<file path="config.mk">
export PLATFORM = sky130hd
export DESIGN_NAME = barc_ctl
export DESIGN_NICKNAME = d
export VERILOG_FILES = /design/src/rtl/barc_pkg.sv /design/src/rtl/barc_ctl.sv
export SDC_FILE = /design/constraint.sdc
export NUM_CORES = 1
export LEC_CHECK = 0
export BUFFER_PORTS_ARGS = -buffer_cell sky130_fd_sc_hd__clkbuf_2
export CORE_UTILIZATION = 51
export CTS_BUF_LIST = sky130_fd_sc_hd__clkbuf_16
export DETAILED_ROUTE_END_ITERATION = 8
export HOLD_SLACK_MARGIN = 0.02
export PLACE_DENSITY = 0.86
export RECOVER_POWER = 50
export SYNTH_ARGS = -nofsm -noshare
export SYNTH_HDL_FRONTEND = slang
export SYNTH_SLANG_ARGS = --single-unit
</file>
<file path="constraint.sdc">
create_clock -name clk -period 3.45 [get_ports clk]
set_input_delay 0.1725 -clock clk [delete_from_list [all_inputs] [get_ports clk]]
set_output_delay 0.1725 -clock clk [all_outputs]
set_load 0.03 [all_outputs]
</file>
<file path="src/rtl/barc_pkg.sv">
`timescale 1ns / 1ps
// Shared types, register indexes and fixed-point constants for the barometer
// compensation core. No dependencies.
package barc_pkg;

	typedef logic signed [31:0] word_t;

	localparam int NUM_REGS   = 5;
	localparam int REG_IDX_W  = 3;
	localparam int NUM_STAGES = 16;
	localparam int IN_W       = 48;
	localparam int OUT_W      = 64;

	localparam logic [REG_IDX_W-1:0] REG_CALIB_01 = 3'd0;
	localparam logic [REG_IDX_W-1:0] REG_CALIB_23 = 3'd1;
	localparam logic [REG_IDX_W-1:0] REG_CALIB_45 = 3'd2;
	localparam logic [REG_IDX_W-1:0] REG_CALIB_67 = 3'd3;
	localparam logic [REG_IDX_W-1:0] REG_CALIB_89 = 3'd4;

	localparam word_t RAW_OFFSET = 32'sd8388608;
	localparam word_t C1_OFS     = 32'sd4459;
	localparam word_t C2_OFS     = 32'sd256;
	localparam word_t T_BASE     = 32'sd81920000;
	localparam word_t C5_OFS     = 32'sd4443;
	localparam word_t C4_OFS     = 32'sd120586;
	localparam word_t C8_OFS     = 32'sd7180;
	localparam word_t C7_OFS     = 32'sd166426;
	localparam word_t CF_BASE    = 32'sd2097152;
	localparam word_t P_OFS      = 32'sd99880;

	typedef struct packed {
		word_t c1k;
		word_t c2k;
		word_t c3;
		word_t c4k;
		word_t c5k;
		word_t c6;
		word_t k7;
		word_t c8k;
		word_t c9;
		word_t c10;
		word_t c11;
		word_t c12;
	} coef_t;

endpackage

</file>
<file path="src/rtl/barc_ctl.sv">
`timescale 1ns / 1ps
// Pipeline valid bits and per-stage advance enables with bubble collapsing.
// Depends on barc_pkg.
module barc_ctl (
	input  logic                              clk,
	input  logic                              arst_n,
	input  logic                              s_tvalid,
	output logic                              s_tready,
	output logic                              m_tvalid,
	input  logic                              m_tready,
	output logic [barc_pkg::NUM_STAGES:1]     en
);
	import barc_pkg::*;

	logic [NUM_STAGES:1] v_q;
	logic [NUM_STAGES:0] vin;

	always_comb begin
		en[NUM_STAGES] = !v_q[NUM_STAGES] || m_tready;
		for (int k = NUM_STAGES - 1; k >= 1; k--) begin
			en[k] = !v_q[k] || en[k+1];
		end
	end

	assign vin = {v_q, s_tvalid};

	always_ff @(posedge clk or negedge arst_n) begin
		if (!arst_n) begin
			v_q <= '0;
		end else begin
			for (int k = 1; k <= NUM_STAGES; k++) begin
				if (en[k]) v_q[k] <= vin[k-1];
			end
		end
	end

	assign s_tready = en[1];
	assign m_tvalid = v_q[NUM_STAGES];

	a_full_when_blocked: assert property (@(posedge clk) disable iff (!arst_n)
		!s_tready |-> (&v_q))
		else $error("input blocked while pipeline has a bubble");

	a_occupancy: assert property (@(posedge clk) disable iff (!arst_n)
		$past(arst_n) |-> ($countones(v_q) == $past($countones(v_q))
			+ int'($past(s_tvalid && s_tready)) - int'($past(m_tvalid && m_tready))))
		else $error("item count in pipeline lost or duplicated");

	a_stall_holds: assert property (@(posedge clk) disable iff (!arst_n)
		(v_q[NUM_STAGES-1] && !en[NUM_STAGES-1]) |=> v_q[NUM_STAGES-1])
		else $error("stalled stage dropped its item");

endmodule

</file>
# ---- Word-level counts from Yosys, hierarchy flattened
# Cells that the tools add are included.
dict set report totals {
  ff_bits 16
  latch_bits 0
  ramBits 0
  romBits 0
  in_bits 4
  output_inout_bits 18
  mem_count 0
}
dict set report op_classes {
  n_addsub 0
  mul 0
  div_mod_pow 0
  magnitude_cmp 0
  eq_ne 0
  n_shift 0
  n_mux 0
  bitwise 0
  reduce_logical 32
}
# operator count
set ops {}
lappend ops {{$logic_not 1->1} 16}
lappend ops {{$logic_or 1x1->1} 16}

# ---- Longest topological paths before layout
dict set report depth {
  word_depth 17
  depth_mapped 4
  mapped_depth_nobuf 3
}

# ---- Least setup slack after synthesis
# OpenSTA, ideal clock, no wires.
dict set report synth_path {
  kind {register to output}
  start {register v_q[16] (netlist bit)}
  end {output port en[1] (netlist bit)}
  arrival_ns 2.033
  setup_slack_ns 1.245
  stages_incl_launch_ff 5
  n_path_buf 1
  path_cell_list {dfrtp_1 > nand4b_4 > nor4_4 > nand4_1 > buf_4}
}
dict set report synth_between {
  elab_chain_len 17
}
# item line
set synth_rtl {}
lappend synth_rtl {{start: declaration} barc_ctl.sv:15} ;# logic [NUM_STAGES:1] v_q;
lappend synth_rtl {{start signal: indexed assignment} barc_ctl.sv:32} ;# if (en[k]) v_q[k] <= vin[k-1];
lappend synth_rtl {{$logic_not 1->1} barc_ctl.sv:19} ;# en[NUM_STAGES] = !v_q[NUM_STAGES] || m_tready;
lappend synth_rtl {{$logic_or 1x1->1} barc_ctl.sv:19}
lappend synth_rtl {{$logic_or 1x1->1 (2 in series)} barc_ctl.sv:21} ;# en[k] = !v_q[k] || en[k+1];
lappend synth_rtl {{net en, one bit} barc_ctl.sv:11} ;# output logic [barc_pkg::NUM_STAGES:1] en
lappend synth_rtl {{$logic_or 1x1->1 (13 in series)} barc_ctl.sv:21}
lappend synth_rtl {{end: declaration} barc_ctl.sv:11}
# The timed path passes the listed nets, and every way through them passes these cells.

# ---- Worst setup path after layout
dict set report layout_path {
  start {register v_q[16] (netlist bit)}
  end {output port en[8] (netlist bit)}
}
dict set report layout_between {
  elab_chain_len 10
}
# item line
set layout_rtl {}
lappend layout_rtl {{$logic_not 1->1} barc_ctl.sv:19}
lappend layout_rtl {{$logic_or 1x1->1} barc_ctl.sv:19}
lappend layout_rtl {{$logic_or 1x1->1 (8 in series)} barc_ctl.sv:21}
# Every way passes these cells.

==> qor.csv <==
stage;metric;value;unit
timing;Period Utilization, post-route;0.625;
detailed_routing;# DRC;0;
timing;fin crit period;2160;ps
status;run status;complete, no violations;
cells_and_area;ANT cells;0;
timing;Final Hold Viols;0;
detailed_routing;Final ANT Viol Nets;0;
placement;GP Congestion;0.780;
power;worst vdd ir;0.000555;V
timing;final setup violation count;0;
die;Initial Util;0.583;
cells_and_area;fin util;0.734;
worst_setup_path;crit path DAT;1980;ps
power;P_leak;0.398;nW
power;sequential power share;0.408;
timing;Final Max Tran Viols;0;
timing;RSZ-0062 raised after global routing;no;
detailed_routing;WL/cell;13.8;um
synthesis;synth top area cells;dfrtp_1 (58%), a21o_1 (4.3%), nand2_1 (3.8%);
timing;Slew HR;0.446;
cells_and_area;Top reg by flops;v_q;
synthesis;average size of a mapped cell;11.7;um2
cts;CTS Buf Count;3;
cts;H-tree depth;1;
power;power density cells;657;nW/um2
cells_and_area;Largest regs;v_q (16);
worst_setup_path;Crit-path slowest cell;nor3_1;
die;Die Wd;38.8;um
synthesis;Seq cells post-synth;16;
cts;Clock Tree Root;clkbuf_16;
cells_and_area;share of layout cells above drive strength 1;0.349;
global_routing;first-pass GRT wire length;2070;um
power;Int Power;0.000399;W
synthesis;post-synth top area share;0.579;
global_routing;total congestion overflow;0;
synthesis;Syn. warnings;0;
synthesis;post-synthesis sequential area ratio;0.579;
global_routing;vias in the first global route;496;
cts;CTS tree;built;
global_routing;met2 usage;0.363;
timing;Post-Route Setup TNS;0;ps
worst_setup_path;Crit. End Element;primary output;
power;sw power;0.000173;W
cells_and_area;P&R area growth vs syn;25.9;%
power;Final Total Pwr;0.000572;W
cells_and_area;max reg flops;16;
die;# rows;12;
cts;Max clock buf depth;2;
cells_and_area;Final nets;88;
global_routing;Total Routing Usage GR;0.225;
die;IO Count;22;
worst_setup_path;Crit Path Class;reg2out;
global_routing;initial antenna violation count;0;
cells_and_area;final cell count without fillers;97;
hold_path;Hold Crit Class;in2reg;
power;Comb pwr share;0.201;
flow_run;Max Cap Viol;0;
detailed_routing;vias per inst;5.46;
placement;# placed instances;92;
power;switch share;0.302;
timing;Max Clock Skew;2.28;ps
cells_and_area;fin area;871;um2
cts;Clock Latency Late Sink;250;ps
detailed_routing;1st-iter DRT viols;5;
cts;clk slew on worst S/H paths;50;ps
synthesis;Synth area leader;dfrtp_1;
worst_setup_path;Startpoint Class;flip-flop;
global_routing;largest net degree at the start of global routing;17;
synthesis;synthesized net count;63;
detailed_routing;Initial DRT Pass Iterations;4;
synthesis;library cells used by synthesis;18;
power;clock share of power;0.391;
timing;Peak Freq;464;MHz
synthesis;Cells after Synth;59;
global_routing;Top Usage Layer GRT;met2;
global_routing;grt met1 use;0.251;
worst_setup_path;crit path max fanout;7;
worst_setup_path;Cell Chain, Critical Path;nand4b_1 > nor3_1 > nand3_1 > clkbuf_2;
die;Die ar.;1510;um2
placement;# port buffers;21;
worst_setup_path;CP max stage delay;660;ps
worst_setup_path;Required @ worst endpoint;3280;ps
hold_path;hold path depth;2;
placement;DP Area;802;um2
cts;cts repair resizes;0;
detailed_routing;final wirelength;1340;um
die;core area;1190;um2
timing;worst-margin pin slew;830;ps
die;Die Ht;38.8;um
cts;clock sinks;16;
global_routing;met3 GRT Util;0.0867;
detailed_routing;DR vias;530;
synthesis;Mapped Area;692;um2
worst_setup_path;reg2reg path depth;3;
[cells in the mapped netlist]
cell	instances
buf_4	1
nor4_4	1
nand4_1	4
nand3_1	3
nand4b_4	1
a31o_2	3
nor3_1	1
nor3_2	1
buf_2	1
inv_1	4
nand2_1	7
nand2b_1	4
nand3b_1	1
dfrtp_1	16
a21o_1	4
nor2_1	1
or2_2	4
a41o_1	2
[metrics by stage]
| stage | setup WS, ps | hold slack [ps] |
|---|---|---|
| after floorplan | 1240 | -123 |
| after global placement | 1870 | 109 |
| after detailed placement | 1720 | 110 |
| after CTS | 1480 | 115 |
| after global routing | 1200 | 119 |
| final | 1290 | 114 |
[power groups by stage]
stage,sequential [W],combinational (W),clock [W]
after global placement,0.000236,0.000117,0
after detailed placement,0.000239,0.000120,0
after global routing,0.000236,0.000126,0.000237
after floorplan,0.000231,0.0000939,0
after CTS,0.000236,0.000121,0.000229
final,0.000233,0.000115,0.000224
[repair_timing]
action,4_1_cts,5_1_grt
hold buffers,1,0
setup buffers,0,0
hold endpoints to repair,16,0
[kinds of logic (layout without fill, tap and decap cells)]
logic type / Yosys count / after routing / synth area share
flops: 16 / 16 / 0.579
compound gates: 9 / 9 / 0.110
simple gates: 28 / 28 / 0.271
buf+inv: 6 / 30 / 0.0398
[final timing paths]
| check | from | end | slack (ps) |
|---|---|---|---|
| min reg2reg | v_q[7]$_DFFE_PN0P_ | v_q[8]$_DFFE_PN0P_ | 470 |
| min in group asynchronous | arst_n | v_q[5]$_DFFE_PN0P_ | 540 |
| min | s_tvalid | v_q[1]$_DFFE_PN0P_ | 110 |
| max | v_q[16]$_DFFE_PN0P_ | en[8] | 1290 |
| max reg2reg | v_q[16]$_DFFE_PN0P_ | v_q[8]$_DFFE_PN0P_ | 1770 |
| max in group asynchronous | arst_n | v_q[15]$_DFFE_PN0P_ | 2400 |
[cell usage in the layout (no fill, tap or decap), types with 4 or more instances in the layout]
cell / n
clkbuf_2: 17
or2_2: 4
inv_1: 4
nand4_1: 4
nand2b_1: 4
dfrtp_1: 16
a21o_1: 4
nand2_1: 7
clkbuf_1: 4
[cell type report]
type	instances	area, um2
clock buffer	3	75.1
sequential	16	400
tap	14	17.5
fill	93	315
timing repair buffer	22	110
multi-input combinational	37	249
inverter	4	15.0
clock inverter	1	3.75
[critical path, delay by kind of cell, from the launching register on]
| family | cells | cell delay (ps) |
|---|---|---|
| simple gates | 3 | 1140 |
| flops | 1 | 390 |
| buf+inv | 1 | 210 |
[metal layers]
metal,up-vias,wire length (um)
li1,257,-
met1,253,619
met2,18,628
met3,2,67
met4,0,22
met5,-,0
Note: power is estimated with default switching activity, not from simulation.
