===== config.mk =====
export PLATFORM = sky130hd
export DESIGN_NAME = barc_coef
export DESIGN_NICKNAME = d
export VERILOG_FILES = /design/src/rtl/barc_pkg.sv /design/src/rtl/barc_coef.sv
export SDC_FILE = /design/constraint.sdc
export NUM_CORES = 1
export LEC_CHECK = 0
export BUFFER_PORTS_ARGS = -buffer_cell sky130_fd_sc_hd__buf_2
export CAP_MARGIN = 40
export CORE_MARGIN = 1
export CORE_UTILIZATION = 39
export CTS_BUF_LIST = sky130_fd_sc_hd__clkbuf_16
export DETAILED_ROUTE_END_ITERATION = 8
export PLACE_DENSITY = 0.65
export SYNTH_ARGS = -nofsm -noshare
export SYNTH_HDL_FRONTEND = slang
export SYNTH_SLANG_ARGS = --single-unit

===== constraint.sdc =====
create_clock -name clk -period 2 [get_ports clk]
set_input_delay 0.1 -clock clk [delete_from_list [all_inputs] [get_ports clk]]
set_output_delay 0.1 -clock clk [all_outputs]
set_load 0.02 [all_outputs]

===== src/rtl/barc_pkg.sv =====
`timescale 1ns / 1ps
// Shared types, register indexes and fixed-point constants for the barometer
// compensation core. No dependencies.
package barc_pkg;

	typedef logic signed [31:0] word_t;

	localparam int NUM_REGS   = 5;
	localparam int REG_IDX_W  = 3;
	localparam int NUM_STAGES = 16;
	localparam int IN_W       = 48;
	localparam int OUT_W      = 64;

	localparam logic [REG_IDX_W-1:0] REG_CALIB_01 = 3'd0;
	localparam logic [REG_IDX_W-1:0] REG_CALIB_23 = 3'd1;
	localparam logic [REG_IDX_W-1:0] REG_CALIB_45 = 3'd2;
	localparam logic [REG_IDX_W-1:0] REG_CALIB_67 = 3'd3;
	localparam logic [REG_IDX_W-1:0] REG_CALIB_89 = 3'd4;

	localparam word_t RAW_OFFSET = 32'sd8388608;
	localparam word_t C1_OFS     = 32'sd4459;
	localparam word_t C2_OFS     = 32'sd256;
	localparam word_t T_BASE     = 32'sd81920000;
	localparam word_t C5_OFS     = 32'sd4443;
	localparam word_t C4_OFS     = 32'sd120586;
	localparam word_t C8_OFS     = 32'sd7180;
	localparam word_t C7_OFS     = 32'sd166426;
	localparam word_t CF_BASE    = 32'sd2097152;
	localparam word_t P_OFS      = 32'sd99880;

	typedef struct packed {
		word_t c1k;
		word_t c2k;
		word_t c3;
		word_t c4k;
		word_t c5k;
		word_t c6;
		word_t k7;
		word_t c8k;
		word_t c9;
		word_t c10;
		word_t c11;
		word_t c12;
	} coef_t;

endpackage


===== src/rtl/barc_coef.sv =====
`timescale 1ns / 1ps
// Calibration register file and coefficient unpacking.
// Depends on barc_pkg.
module barc_coef (
	input  logic                             clk,
	input  logic                             arst_n,
	input  logic                             cfg_we,
	input  logic [barc_pkg::REG_IDX_W-1:0]   cfg_index,
	input  logic [31:0]                      cfg_wdata,
	output barc_pkg::word_t                  c0sh,
	output barc_pkg::coef_t                  coef
);
	import barc_pkg::*;

	logic [31:0] calib_q [NUM_REGS];
	logic [15:0] r0, r1, r2, r3, r4, r5, r6, r7, r8, r9;
	coef_t       coef_q;

	always_ff @(posedge clk or negedge arst_n) begin
		if (!arst_n) begin
			for (int i = 0; i < NUM_REGS; i++) calib_q[i] <= '0;
		end else if (cfg_we) begin
			case (cfg_index)
				REG_CALIB_01: calib_q[0] <= cfg_wdata;
				REG_CALIB_23: calib_q[1] <= cfg_wdata;
				REG_CALIB_45: calib_q[2] <= cfg_wdata;
				REG_CALIB_67: calib_q[3] <= cfg_wdata;
				REG_CALIB_89: calib_q[4] <= cfg_wdata;
				default: ;
			endcase
		end
	end

	assign r0 = calib_q[0][31:16];
	assign r1 = calib_q[0][15:0];
	assign r2 = calib_q[1][31:16];
	assign r3 = calib_q[1][15:0];
	assign r4 = calib_q[2][31:16];
	assign r5 = calib_q[2][15:0];
	assign r6 = calib_q[3][31:16];
	assign r7 = calib_q[3][15:0];
	assign r8 = calib_q[4][31:16];
	assign r9 = calib_q[4][15:0];

	assign c0sh = $signed({16'd0, r0[15:4], 4'd0});

	always_ff @(posedge clk) begin
		coef_q.c1k <= $signed({21'd0, r1[15:8], r2[2:0]}) + C1_OFS;
		coef_q.c2k <= $signed({23'd0, r1[7:0], r4[0]}) - C2_OFS;
		coef_q.c3  <= $signed({19'd0, r2[15:3]});
		coef_q.c4k <= ($signed({14'd0, r3, r0[1:0]}) + C4_OFS) <<< 4;
		coef_q.c5k <= $signed({17'd0, r4[15:1]}) - C5_OFS;
		coef_q.c6  <= $signed({19'd0, r5[15:3]});
		coef_q.k7  <= $signed({13'd0, r6, r5[2:0]}) + C7_OFS;
		coef_q.c8k <= $signed({19'd0, r7[15:3]}) + C8_OFS;
		coef_q.c9  <= $signed({18'd0, r8[15:2]});
		coef_q.c10 <= $signed({22'd0, r9[15:8], r8[1:0]});
		coef_q.c11 <= $signed({24'd0, r9[7:0]});
		coef_q.c12 <= $signed({27'd0, r0[3:2], r7[2:0]});
	end

	assign coef = coef_q;

endmodule


# After elaboration in Yosys (flattened, before gate mapping)
# Index checks and enable logic that the tools add are counted.
dict set report op_classes {
  add_sub_neg 6
  mul 0
  div 0
  n_lt_le_gt_ge 0
  eq_ne 4
  shift 0
  mux 0
  n_bitwise 0
  reduce_logical 6
}
# op n
set ops {}
lappend ops {{adder 19 x 18 -> 20 bit (second input constant)} 1}
lappend ops {{adder 18 x 17 -> 19 bit (second input constant)} 1}
lappend ops {{subtractor 15 x 13 -> 16 bit (second input constant)} 1}
lappend ops {{adder 11 x 13 -> 14 bit (second input constant)} 1}
lappend ops {{adder 13 x 13 -> 14 bit (second input constant)} 1}
lappend ops {{AND reduction 2 bit} 5}
lappend ops {{subtractor 9 x 9 -> 10 bit (second input constant)} 1}
lappend ops {{== test 3 x 2 -> 1 bit (second input constant)} 2}
lappend ops {{== test 3 x 1 -> 1 bit (second input constant)} 1}
lappend ops {{== test 3 bit (second input constant)} 1}
lappend ops {{logical NOT 3 bit} 1}
dict set report totals {
  ff_bits 325
  latch_bits 0
  mem_bits_rw 0
  mem_bits_ro 0
  word_cells 33
  memories 0
}

# Depth between registers and ports, before layout
# Gate-level depths: netlist (run 1).
dict set report depth {
  ltp_word 2
  ltp_mapped 6
  ltp_nobuf 6
}

# Least setup slack after synthesis (run 1)
# Ideal clock, no wire load.
dict set report synth_path {
  kind {register to register}
  startpoint {register calib_q[65] (netlist bit)}
  endpoint {register coef_q, in the netlist coef[173]}
  t_arrival_ps 1338
  t_required_ps 1918
  slack_ps 580
  stages_incl_launch_ff 6
  n_path_buf 0
  synth_period_minus_slack_ps 1420
  cell_sequence {dfrtp_1 -> ha_1 -> nor3_2 -> o21bai_1 -> a211o_1 -> o2111ai_1}
}
dict set report synth_via {
  elab_chain_len 1
}
# item line_no
set synth_lines {}
lappend synth_lines {{from (decl)} barc_coef.sv:15} ;# logic [31:0] calib_q [NUM_REGS];
lappend synth_lines {{adder 19 x 18 -> 20 bit} barc_coef.sv:54} ;# coef_q.k7 <= $signed({13'd0, r6, r5[2:0]}) + C7_OFS;
lappend synth_lines {{to (decl)} barc_coef.sv:17} ;# coef_t coef_q;
# Every way passes these cells.
# A chain may end at the register's enable or synchronous reset.

# Worst setup path in the final report (run 1)
dict set report layout_path {
  startpoint {register calib_q[81] (netlist bit)}
  endpoint {register coef_q, in the netlist coef[238]}
}
dict set report layout_via {
  elab_chain_len 1
}
# item line_no
set layout_lines {}
lappend layout_lines {{subtractor 15 x 13 -> 16 bit} barc_coef.sv:52} ;# coef_q.c5k <= $signed({17'd0, r4[15:1]}) - C5_OFS;
# Every way passes these cells.

==> results of run 1 <==
[registers in the layout, indices dropped and copies added (netlist names)]
register,cells
calib_q,148
coef,153
c0sh,12
[layout by cell type (no fill, tap or decap), types with 8 or more instances in the layout]
master and n:
dfxtp_1 153, buf_2 240, nor2_1 18, dlygate4sd3_1 33
a21oi_1 12, conb_1 212, xor2_1 22, clkbuf_16 34
xnor2_1 33, dfrtp_1 160, o21ai_0 17, nor3_1 8
mux2_2 151, inv_1 27, nand2_1 29
[metal layers]
layer | share of wire | vias up | track usage
met1 | 0.41 | 3392 | 0.189
met4 | 0.025 | 0 | 0.0540
met3 | 0.067 | 44 | 0.0414
li1 | - | 3281 | -
met2 | 0.49 | 263 | 0.256
met5 | 0 | - | 0
[metrics by stage]
step | hold WS, ps | instances | setup WS [ps] | area [sq um]
6_report | 48.5 | 1649 | 377 | 14400
3_3_place_gp | 108 | 1554 | 462 | 13000
3_5_place_dp | 116 | 1554 | 411 | 13000
5_1_grt | 47.8 | 1649 | 171 | 14400
2_1_floorplan | -196 | 1187 | 580 | 13200
4_1_cts | 1.33 | 1648 | 351 | 14400
[repair_timing]
| item | in CTS | in global routing |
|---|---|---|
| endpoints found under the hold margin | 199 | 2 |
| gates resized for setup | 0 | 0 |
| hold buffers | 32 | 1 |
[how the worst min path moves through the flow]
stage             startpoint                       end  slack [ps]  cells after the start
2_1_floorplan         arst_n      c0sh[10]$_DFFE_PN0P_        -200                      0
4_1_cts        cfg_wdata[19]   calib_q[83]$_DFFE_PN0P_           1                      2
3_5_place_dp          arst_n   calib_q[88]$_DFFE_PN0P_         120                      1
6_report        cfg_index[1]   calib_q[33]$_DFFE_PN0P_          50                      3
3_3_place_gp          arst_n  calib_q[121]$_DFFE_PN0P_         110                      1
5_1_grt         cfg_index[1]   calib_q[33]$_DFFE_PN0P_          50                      3
[kinds of logic (layout without fill, tap and decap cells)]
| family | Yosys count | after routing | share of synthesized area |
|---|---|---|---|
| AND/OR/NAND/NOR | 89 | 89 | 0.0370 |
| other | 2 | 212 | 0.000606 |
| multiplexers | 159 | 159 | 0.144 |
| buffers and inverters | 297 | 363 | 0.173 |
| flip-flops | 313 | 313 | 0.571 |
| adder cells (fa/ha/maj) | 5 | 5 | 0.00505 |
| AO/OA/AOI/OAI | 57 | 57 | 0.0308 |
| XOR/XNOR | 55 | 55 | 0.0389 |
[critical path: stages (launching register included)]
cell      delay (ps)
dfrtp_1          410
ha_1             250
o211a_1          270
o211ai_1         280
nand2_1          130
a31oi_1          190
[power by group]
group	internal [mW]	leakage [nW]	total (mW)	switching, mW
clock network	3.64	0.577	6.15	2.50
registers	8.02	3.21	8.96	0.945
logic	1.93	3.07	5.29	3.36
[cells in the mapped netlist (4+ instances only)]
cell	count	area (sq um)
nor2_1	18	67.6
a21oi_1	12	60.1
dfrtp_1	160	4000
nand2_1	29	109
o21ai_0	17	85.1
o21a_1	5	37.5
buf_4	269	2020
nor3_1	8	40.0
dfxtp_1	153	3060
xnor2_1	33	289
buf_2	11	55.1
nand4_1	5	31.3
xor2_1	22	193
inv_1	15	56.3
nor2b_1	4	25.0
ha_1	5	62.6
mux2_1	7	78.8
mux2_2	151	1700
[layout make-up]
type / count / area, sq um / share of cell area
timing repair buffer: 286 / 1710 / 0.118
clock buffer: 34 / 851 / 0.0590
tap: 396 / 495 / 0.0344
sequential: 313 / 7070 / 0.490
multi-input combinational: 577 / 3990 / 0.277
inverter: 15 / 56.3 / 0.00390
clock inverter: 28 / 256 / 0.0178
==> impl_metrics.yaml, run 1 <==
setup_path:
  cp-end-kind: "flip-flop"
  required_ps: 2430
  r2r-start: "calib_q[81]$_DFFE_PN0P_"
  arrival_ps: 2050
  r2r-end: "coef[238]$_DFF_P_"
  worstPathMaxFanout: 4
  reg2regPathDepth: 5
  reg2reg_slack_ps: 380
  start_kind: "flip-flop"
  crit_type: "flip-flop to flip-flop"
  critPathLaunch: "calib_q[81]$_DFFE_PN0P_"
  critical_path.endpoint: "coef[238]$_DFF_P_"
pwr:
  p_leak_nw: 6.86
  power.total_mw: 20.4
  power_per_cell_area_nw_per_um2: 1410
  irDropWorstVdd_mv: 0.957
clocking:
  htreeDepth: 2
  ctsRootBufferMaster: "clkbuf_16"
  insertion_delay_ps: 510
  cts.sinks: 313
  cts_buffer_depth: 3
  numCtsBuffers: 34
  cts_tree: "built"
  clkSlewWorstSetupHoldPaths_ps: 60
  cts_setup_buffers: 0
layout:
  layout.nets: 1270
  syn_to_final_growth_pct: 16.5
  postLayoutCoreUtil: 0.467
  drive_gt1_frac: 0.367
  nFillCells: 2817
  diodes: 0
global_routing:
  antenna_found_initial: 0
  grt_max_degree: 55
  grt_pass1_wl_um: 38600
  grt_pass1_vias: 6656
  grt.total_usage: 0.153
  grt_overflow: 0
sta:
  relSlewSlack: 0.617
  max_freq_ghz: 0.616
  setup-violations-final: 0
  post-route-min-period_ps: 1620
  worst_clock_skew_ps: 9.44
  tns_ps: 0
  rsz0062_at_grt: "no"
  final-hold-violation-count: 0
  maxSlewViolCount: 0
  fin_crit_sh: 0.811
  tightest_slew_ps: 575
yosys:
  synth_edf_count: 0
  syn_area_per_cell_sq_um: 12.7
  synth-seq-cells: 313
  synth_ff_type: "dfrtp_1"
  yosys_warnings: 0
  synthArstFlopShare: 0.511
  syn_inst: 977
  synth.cell_area_sq_um: 12400
  synth_cell_types: 51
  yosysSeqAreaShare: 0.571
place:
  hpwlAfterDp_um: 17700
  gp_congestion: 0.779
  io_buffers: 241
routing:
  via_count: 6980
  drc: 0
  drtIter0Drc: 208
  routed_wirelength_um: 25300
  wl_per_cell_um: 15.3
  drtPass1Iterations: 4
  antenna_left: 0
  vias_per_cell: 4.23
floorplan:
  core-area_sq_um: 30900
  fp.dieH_um: 180
  ios: 454
  die-area_sq_um: 32500
  chipWidth_um: 180
  row_count: 64
  start_util: 0.401
flow_run:
  maxCapViolations: 0
status:
  status: "complete, no violations"
min_path:
  min_path_type: "input pin to flip-flop"
Power figures use the tool's default switching activity.
==> run 2, diff against run 1 <==
- clock period: 2 -> 1.65 ns (I/O delays scaled with it)
==> impl_metrics.yaml, run 2 (synthesized netlist as in run 1, its figures left out) <==
routing:
  via_count: 7044
  met1_length_um: 10300
  routed_wirelength_um: 25500
  antenna_left: 0
  top_layer_used: "met4"
  drc: 0
  vias_per_cell: 4.25
  drtIter0Drc: 227
  wl_met3_um: 1690
  wl_per_cell_um: 15.4
  drtPass1Iterations: 4
  wl_met2_um: 12700
setup_path:
  start_kind: "flip-flop"
  required_ps: 2040
  crit_chain: "ha_2 > o211a_4 > o211ai_1 > nand2_1 > xnor2_1"
  crit_type: "flip-flop to flip-flop"
  cp_slowest_cell: "dfrtp_1"
  worstPathMaxFanout: 4
  arrival_ps: 1960
  cp_slowest_stage_delay_ps: 410
  cp-end-kind: "flip-flop"
clocking:
  numCtsBuffers: 35
  cts.sinks: 313
  insertion_delay_ps: 510
  clkSlewWorstSetupHoldPaths_ps: 60
  ctsRootBufferMaster: "clkbuf_16"
  htreeDepth: 2
  cts_tree: "built"
  cts_buffer_depth: 3
sta:
  max_freq_ghz: 0.637
  worst_clock_skew_ps: 23.0
  setup-violations-final: 0
  maxSlewViolCount: 0
  fin_crit_sh: 0.951
  tns_ps: 0
  rsz0062_at_grt: "no"
  post-route-min-period_ps: 1570
  final-hold-violation-count: 0
flow_run:
  maxCapViolations: 0
min_path:
  min_path_type: "input pin to asynchronous set/reset pin"
global_routing:
  grt_pass1_vias: 6713
  antenna_found_initial: 0
  grt.total_usage: 0.153
  grt_pass1_wl_um: 38600
  grt_overflow: 0
  grt_max_degree: 50
layout:
  largest_reg_flops: 153
  nFillCells: 2785
  stdcell_count: 1659
  final_common_cell: "buf_2"
  final_cell_mix: "buf_2, conb_1, dfrtp_1"
  layout.nets: 1280
  syn_to_final_growth_pct: 17.0
  diodes: 0
  drive_gt1_frac: 0.374
floorplan:
  chipWidth_um: 180
  die-area_sq_um: 32500
  core-area_sq_um: 30900
  start_util: 0.401
  ios: 454
  row_count: 64
  fp.dieH_um: 180
place:
  gp_congestion: 0.789
  hpwlAfterDp_um: 18000
  dp.cells: 1561
  io_buffers: 241
pwr:
  irDropWorstVdd_mv: 1.06
  power_per_cell_area_nw_per_um2: 1690
  power.total_mw: 24.5
  p_leak_nw: 6.88
status:
  status: "complete, no violations"
## run 2: changes by cell type in the layout (fill, tap and decap cells not counted), moves of 3 or more
| cell | delta |
|---|---|
| clkinv_1 | +3 |
| bufinv_16 | -3 |
| clkinv_2 | +3 |
| buf_4 | +7 |
## run 2: power breakdown
group | internal [mW] | switching (mW) | leakage (nW) | total, mW
clock network | 4.12 | 3.02 | 0.563 | 7.14
logic | 2.41 | 4.14 | 3.11 | 6.55
registers | 9.72 | 1.12 | 3.21 | 10.8
## run 2: path summary, 6_finish.rpt
check | startpoint | end | slack (ps) | cells after the start
min reg2reg | calib_q[64]$_DFFE_PN0P_ | coef[160]$_DFF_P_ | 360 | 0
max reg2reg | calib_q[81]$_DFFE_PN0P_ | coef[236]$_DFF_P_ | 80 | 5
max in group asynchronous | arst_n | calib_q[21]$_DFFE_PN0P_ | 980 | 3
max | calib_q[81]$_DFFE_PN0P_ | coef[236]$_DFF_P_ | 80 | 5
min | arst_n | calib_q[57]$_DFFE_PN0P_ | 30 | 2
min in group clk | cfg_index[0] | calib_q[145]$_DFFE_PN0P_ | 210 | 5
## run 2: metal layers
| metal | global-route usage | up-vias |
|---|---|---|
| met5 | 0 | - |
| met1 | 0.182 | 3432 |
| met3 | 0.0437 | 50 |
| li1 | - | 3291 |
| met2 | 0.259 | 271 |
| met4 | 0.0629 | 0 |
## run 2: area by class of cell
type | instances | area (sq um) | share of cell area
clock buffers | 36 | 901 | 0.0622
repair buffers | 295 | 1800 | 0.124
inverters | 15 | 56.3 | 0.00389
flip-flops and latches | 313 | 7070 | 0.488
clock inverters | 27 | 159 | 0.0110
multi-input cells | 577 | 4010 | 0.277
well taps | 396 | 495 | 0.0342
## run 2: repair_timing
| item | in CTS | in global routing |
|---|---|---|
| buffers inserted | 0 | 2 |
| pin swaps | 0 | 4 |
| gates cloned | 0 | 0 |
| gates resized for setup | 1 | 5 |
| hold endpoints to repair | 320 | 0 |
| setup endpoints to repair | 1 | 8 |
| hold buffers | 33 | 0 |
## run 2: worst max-delay path, delay by kind of cell, from the launching register on
family / cells / cell delay, ps
and+or+nand+nor: 1 / 140
adders and majority gates: 1 / 230
AOI/OAI and AO/OA: 2 / 530
xor gates and xnor gates: 1 / 150
DFF: 1 / 410
## run 2: per-stage QoR
| step | utilization | setup WS [ps] | hold WS (ps) | instance area, sq um |
|---|---|---|---|---|
| 6_report | 0.469 | 81.2 | 25.5 | 14500 |
| 5_1_grt | 0.469 | 5.98 | 14.1 | 14500 |
| 4_1_cts | 0.468 | 29.9 | 14.6 | 14500 |
| 3_5_place_dp | 0.423 | 15.9 | -29.8 | 13100 |
| 3_3_place_gp | 0.423 | 107 | -31.1 | 13100 |
| 2_1_floorplan | - | 230 | -213 | 13200 |
